File: config.mk
export PLATFORM = sky130hd
export DESIGN_NAME = bcva_argmax
export DESIGN_NICKNAME = d
export VERILOG_FILES = /design/src/hw/rtl/bcva_pkg.sv /design/src/hw/rtl/bcva_argmax.sv
export SDC_FILE = /design/constraint.sdc
export NUM_CORES = 1
export LEC_CHECK = 0
export ABC_AREA = 1
export BUFFER_PORTS_ARGS = -buffer_cell sky130_fd_sc_hd__buf_2
export CORE_ASPECT_RATIO = 1.2
export CORE_MARGIN = 2
export CORE_UTILIZATION = 48
export DETAILED_ROUTE_END_ITERATION = 8
export PLACE_DENSITY = 0.79
export SETUP_SLACK_MARGIN = 0.1
export SYNTH_ARGS = -nofsm -noshare
export SYNTH_HDL_FRONTEND = slang
export SYNTH_SLANG_ARGS = --single-unit
File: constraint.sdc
create_clock -name clock -period 2.15 [get_ports clock]
set_input_delay 0.3225 -clock clock [delete_from_list [all_inputs] [get_ports clock]]
set_output_delay 0.3225 -clock clock [all_outputs]
set_load 0.005 [all_outputs]
File: src/hw/rtl/bcva_pkg.sv
`default_nettype none
// ----------------------------------------------------------------------------
// Block code vote accumulator package
// Sizes, command codes, sequencer states and the structs passed between the
// vote accumulator modules.
// ----------------------------------------------------------------------------
package bcva_pkg;

   localparam int NUM_BLOCKS  = 32;
   localparam int BLOCK_SIZE  = 32;
   localparam int COUNT_BITS  = 16;

   localparam int DEPTH       = NUM_BLOCKS * BLOCK_SIZE;
   localparam int ADDR_W      = (DEPTH > 1) ? $clog2(DEPTH) : 1;
   localparam int POS_W       = (BLOCK_SIZE > 1) ? $clog2(BLOCK_SIZE) : 1;
   localparam int MAX_READOUT = 32;
   localparam int READ_BLOCKS = (NUM_BLOCKS < MAX_READOUT) ? NUM_BLOCKS : MAX_READOUT;
   localparam int WALK_BLK_W  = (READ_BLOCKS > 1) ? $clog2(READ_BLOCKS) : 1;

   localparam int CMD_W       = 2;
   localparam int BLK_W       = 5;
   localparam int IDX_W       = 5;
   localparam int WEIGHT_W    = 16;
   localparam int VOTES_W     = 16;
   localparam int TOTAL_W     = 32;

   typedef enum logic [CMD_W-1:0] {
      CMD_ADD   = 2'd0,
      CMD_CLEAR = 2'd1,
      CMD_READ  = 2'd2
   } cmd_type;

   typedef enum logic [1:0] {
      ST_CLEAR,
      ST_IDLE,
      ST_READ
   } state_type;

   typedef struct packed {
      logic                  first;
      logic                  last;
      logic                  final_blk;
      logic [WALK_BLK_W-1:0] blk;
      logic [POS_W-1:0]      pos;
   } walk_tag_type;

   typedef struct packed {
      logic                valid;
      logic [BLK_W-1:0]    blk;
      logic [IDX_W-1:0]    idx;
      logic [VOTES_W-1:0]  votes;
      logic                run_end;
   } vote_result_type;

endpackage
`default_nettype wire

File: src/hw/rtl/bcva_argmax.sv
`default_nettype none
// ----------------------------------------------------------------------------
// Vote argmax unit
// Scans the counters of one block as they stream out of the memory and
// keeps the largest value and its position, the lowest position on ties.
// ----------------------------------------------------------------------------
module bcva_argmax
   import bcva_pkg::*;
(
   input  wire logic                         clock,
   input  wire logic                         consume,
   input  wire walk_tag_type                 tag,
   input  wire logic signed [COUNT_BITS-1:0] data,
   output      vote_result_type              result
);

   logic signed [COUNT_BITS-1:0] best_ff;
   logic signed [COUNT_BITS-1:0] best_in;
   logic [POS_W-1:0]             best_pos_ff;
   logic [POS_W-1:0]             best_pos_in;
   logic                         take;

   always_comb begin
      take        = tag.first || (data > best_ff);
      best_in     = take ? data : best_ff;
      best_pos_in = take ? tag.pos : best_pos_ff;
   end

   always_ff @(posedge clock) begin
      if (consume) begin
         best_ff     <= best_in;
         best_pos_ff <= best_pos_in;
      end
   end

   always_comb begin
      result.valid   = consume && tag.last;
      result.blk     = BLK_W'(tag.blk);
      result.idx     = IDX_W'(best_pos_in);
      result.votes   = VOTES_W'(best_in);
      result.run_end = tag.final_blk;
   end

endmodule
`default_nettype wire

# After elaboration in Yosys (flattened, before gate mapping)
# Index checks and enable logic that the tools add are counted.
[word_totals]
regBits = 21
latch_bits = 0
mem_bits_rw = 0
romBits = 0
inputBits = 31
mem_count = 0
[op_classes]
add_sub_neg = 0
multipliers = 0
div_mod_pow = 0
n_lt_le_gt_ge = 1
n_eq_ne = 0
n_shift = 0
mux = 2
n_bitwise = 0
reduce_logical = 2
[ops]
columns = ["cell", "n"]
rows = [
  ["$gt A16 B16 Y1", 1],
  ["$mux W16", 1],
  ["$mux W5", 1],
  ["$logic_and A1 B1 Y1", 1],
  ["$logic_or A1 B1 Y1", 1],
]

# Logic depth before layout (Yosys ltp)
[logic_depth]
word_depth = 3
ltp_mapped = 17

# Worst setup path after synthesis
# OpenSTA, ideal clock, no wires.
[synth_path]
path_kind = "reg2out"
from = "register best_ff[11]"
to = "output port result[17] in the netlist's numbering"
arrival_ns = 1.539
required_time_ns = 1.827
slack_ns = 0.289
path_stages_with_launch = 15
cell_sequence = "edfxtp_1 inv_1 ha_1 nand2_1 inv_1 nand2_1 nand2_1 nand2_1 nand2_1 nor2_1 a21oi_2 nand2_2 buf_2 nand3_1 nand2_1"
[synth_rtl]
columns = ["element", "line", "source"]
rows = [
  ["start, declared", "bcva_argmax.sv:17", "logic signed [COUNT_BITS-1:0] best_ff;"],
  ["start signal, assigned", "bcva_argmax.sv:31", "best_ff <= best_in;"],
  ["end, declared", "bcva_argmax.sv:14", "output vote_result_type result"],
]

==> results by stage <==
Power and ir drop:
- For this design the ratio of total power to cell area is 618.3 nW/um^2.
- The share of power burned in registers is 40.0%.
- The leakage power figure is 0.001100 uW.
- The internal power of the cells is 871.1 uW.
- The maximum resistive drop on vdd is 0.4319 mV.
- Summed over all nets, the switching power comes to 458.8 uW.
- The switching power as a share of total power is 34.50%.
- The combinational group share of total power is 44.6%.
- The clock network is responsible for 15.4% of the overall power.

GRT:
- The number of global-route vias before repair is 1,275.
- The initial antenna violation count is 0.
- Entering global routing, the biggest net connects 23 pins.
- The leftover overflow at the end of global routing is 0.
- The first-pass GRT wire length is 5485 microns.
- Global routing used 21.26% of the available tracks across all layers.

Detailed routing:
- After detailed routing, the number of remaining DRC violations is 0.
- The first TritonRoute pass finished after 4 iterations.
- The via count of the routed design is 1,437.
- The count of antenna-violating nets left after detailed routing is 0.
- The average via count per standard cell is 5.132.
- Summed over all layers, the routed wires come to 3921 microns.
- The post-detailed-route wirelength per cell is 14.00 microns.
- The starting DRC count in detailed routing is 57.

Synthesis:
- The synthesized design contains 21 register bits.
- Summed over all instances, the cell type with the most area after synthesis is sky130_fd_sc_hd__edfxtp_1.
- In this run the cell area of the synthesized design comes to 1463 sq um.
- Summed over its instances, the top area cell type makes up 43.11% of the synthesized netlist area.
- Synthesis produced a netlist with a net count of 227.
- By area the synthesized netlist is led by sky130_fd_sc_hd__edfxtp_1 (43%), sky130_fd_sc_hd__nand2_1 (16%), sky130_fd_sc_hd__ha_1 (14%).
- The post-synthesis sequential area ratio is 43.11%.
- The average cell area after synthesis is 8.126 sq um.
- The number of instances in the synthesized netlist is 180.
- During synthesis, Yosys emitted a total of 0 warnings.
- The netlist uses 17 different library cells.

Setup path:
- The worst setup path is launched from a flip-flop.
- The number of buffers and inverters on the critical path is 4.
- The critical path is of the flip-flop to primary output type.
- For the worst setup path, the data required time is 1830 ps.
- The arrival time reported for the critical path endpoint is 2260 ps.
- The delay of the slowest cell on the worst path is 390 ps.
- Traced cell by cell, the critical path runs through inv_2 > ha_4 > nand2_2 > inv_2 > nand3_2 > nor2_1 > nand2_2 > a21oi_2 > nand2_4 > nand2_4 > buf_6 > nand2_1 > nand2_1 > buf_2.
- The endpoint class of the critical path is a primary output.
- The critical path's slowest cell is sky130_fd_sc_hd__edfxtp_1.
- In this run the worst path has a maximum fanout of 6.
- The category of cells accounting for the largest share of critical-path delay is simple AND/OR/NAND/NOR gates.

Floorplan:
- The region available for standard cell placement spans 2838 sq um.
- The vertical die dimension is 64.47 microns.
- The overall die area is 3507 sq um.
- The starting density of the core is 51.54%.
- The boundary pin count is 59.
- The width of the chip is 54.39 microns.
- The row count is 21.

Timing:
- Measured against its own limit, the worst slew margin works out to 67.05%.
- For the finished layout, the period the worst path requires is 2580 ps.
- The setup TNS is -8965 ps.
- On the final layout, the worst hold slack is 273.3 ps.
- The post-route clock skew is 5.867 ps.
- At the pin with the least slew margin, the transition time is 494.2 ps.
- The fraction of the cycle the final worst path needs is 120.0%.
- The worst setup margin is -430.3 ps.
- Setup repair after global routing could not meet its margin everywhere.
- The count of pins over their slew limit came to 0.
- The number of hold violations in the final report is 0.
- The highest attainable clock frequency is 387.6 MHz.
- The count of final setup violators is 27.

Cells and area:
- Summing all flip-flop and latch instances after layout gives 630.6 sq um.
- The final-layout fill cell count is 202.
- The share of post-route cells with drive strength above 1 is 55.69%.
- The area taken by multi-input logic gates is 863.3 sq um.
- The antenna diode count is 0.
- The area growth from synthesis to layout is 47.05%.
- After the last flow step, the layout net total stands at 294.

Hold path:
- In this run the worst hold path is classified as primary input to flip-flop.

Outcome:
- The final reports fail on setup timing.
- The run finished, with violations left.

Placement:
- The placed wire-length estimate after detailed placement is 2335 microns.
- The worst-case setup slack after placement is -49.27 ps.
- At the end of routability-driven placement, the weighted congestion stood at 0.7645.
- The quantity of I/O buffers inserted on ports is 46.

Clock tree:
- The number of buffers between clock root and the deepest sink is 2.
- After clock tree synthesis, the clock-pin slew on the worst setup and hold paths is 130 ps.
- The later pin in the worst-skew pair is clocked with a latency of 320 ps.
- The total CTS buffers is 3.
- The cell at the root of the clock tree is sky130_fd_sc_hd__clkbuf_4.
- TritonCTS built the clock tree.
- The CTS sink count is 21.
- CTS built an H-tree with a depth of 1.

Run:
- Max-cap violations in this run came to 0.
[synthesized netlist by cell type]
| library cell | count |
|---|---|
| sky130_fd_sc_hd__nand3_1 | 22 |
| sky130_fd_sc_hd__inv_1 | 27 |
| sky130_fd_sc_hd__buf_1 | 2 |
| sky130_fd_sc_hd__edfxtp_1 | 21 |
| sky130_fd_sc_hd__ha_1 | 16 |
| sky130_fd_sc_hd__a21oi_1 | 4 |
| sky130_fd_sc_hd__a21oi_2 | 1 |
| sky130_fd_sc_hd__nand4_1 | 2 |
| sky130_fd_sc_hd__buf_6 | 2 |
| sky130_fd_sc_hd__nor2_1 | 6 |
| sky130_fd_sc_hd__nand2_1 | 64 |
| sky130_fd_sc_hd__buf_2 | 2 |
| sky130_fd_sc_hd__nand2_2 | 2 |
| sky130_fd_sc_hd__buf_4 | 6 |
| sky130_fd_sc_hd__a21o_1 | 1 |
| sky130_fd_sc_hd__nor3_1 | 1 |
| sky130_fd_sc_hd__or2_1 | 1 |
[kinds of logic after synthesis]
family | Yosys count | synth area share [%]
DFF | 21 | 43.11
and+or+nand+nor | 98 | 27.97
buffers and inverters | 39 | 12.75
AOI/OAI and AO/OA | 6 | 2.481
adders and majority gates | 16 | 13.69
[layout by cell type (no fill, tap or decap), types with 2 or more instances in the layout]
| master | Yosys | layout |
|---|---|---|
| sky130_fd_sc_hd__buf_2 | 2 | 43 |
| sky130_fd_sc_hd__nand2_2 | 2 | 37 |
| sky130_fd_sc_hd__nand2_1 | 64 | 27 |
| sky130_fd_sc_hd__inv_1 | 27 | 21 |
| sky130_fd_sc_hd__nand3_1 | 22 | 21 |
| sky130_fd_sc_hd__edfxtp_1 | 21 | 21 |
| sky130_fd_sc_hd__buf_4 | 6 | 21 |
| sky130_fd_sc_hd__buf_6 | 2 | 10 |
| sky130_fd_sc_hd__ha_1 | 16 | 9 |
| sky130_fd_sc_hd__ha_4 | 0 | 7 |
| sky130_fd_sc_hd__inv_2 | 0 | 6 |
| sky130_fd_sc_hd__nor2_1 | 6 | 4 |
| sky130_fd_sc_hd__a21oi_2 | 1 | 3 |
| sky130_fd_sc_hd__clkbuf_4 | 0 | 3 |
| sky130_fd_sc_hd__a21oi_1 | 4 | 2 |
| sky130_fd_sc_hd__nand4_1 | 2 | 2 |
| sky130_fd_sc_hd__nand2_4 | 0 | 2 |
[worst paths after layout]
check / end / slack (ps) / startpoint / cells after the start
max reg2reg: best_ff[9]$_DFFE_PP_ / -130 / best_ff[11]$_DFFE_PP_ / 16
max: result[5] / -430 / best_ff[11]$_DFFE_PP_ / 14
min: best_pos_ff[1]$_DFFE_PP_ / 270 / tag[1] / 3
min reg2reg: best_pos_ff[1]$_DFFE_PP_ / 610 / best_pos_ff[1]$_DFFE_PP_ / 2
[registers in the layout, summed over array words and instances, names as in the netlist]
signal / count
best_ff: 16
best_pos_ff: 5
[metrics by stage]
step / power, uW / utilization [%] / cell area [sq um] / cells
after detailed placement: 930.0 / 61.60 / 1748 / 261
final: 1330 / 75.79 / 2151 / 280
after floorplan: 765.7 / - / 1463 / 180
after global routing: 1410 / 75.79 / 2151 / 280
after global placement: 918.7 / 61.60 / 1748 / 261
after CTS: 1160 / 65.39 / 1856 / 266
[area by class of cell]
cell class / instances / area share, %
Clock inverter: 1 / 0.2327
Multi-Input combinational cell: 120 / 40.14
Inverter: 27 / 4.712
Tap cell: 34 / 1.978
Sequential cell: 21 / 29.32
Timing Repair Buffer: 74 / 22.57
Clock buffer: 3 / 1.047
[repair_timing]
item / CTS / global route
gates cloned: 0 / 1
buffers inserted: 1 / 13
pin swaps: 4 / 14
gates resized for setup: 15 / 54
hold buffers: 0 / 0
setup endpoints to repair: 26 / 42
[worst min-delay path, stage by stage]
cell and delay, ps:
sky130_fd_sc_hd__buf_2 80, sky130_fd_sc_hd__nand2_2 50, sky130_fd_sc_hd__nand2_2 50
[layer usage]
layer  vias to the layer above  wire [microns]  part of all wire (%)  track usage (%)
met3                         9             157                   4.0            2.304
met5                         -               0                     0                0
met4                         0              82                   2.1            9.375
met1                       676            1534                    39            25.19
met2                        47            2147                    55            37.20
li1                        705               -                     -                -
[power by group through the flow]
stage / combinational [uW] / clock [uW] / sequential [uW]
floorplan: 234 / 0 / 532
global placement: 383 / 0 / 536
detailed placement: 391 / 0 / 539
CTS: 428 / 203 / 529
global route: 652 / 222 / 537
finish: 593 / 204 / 532
(Power assumes the default switching activity.)
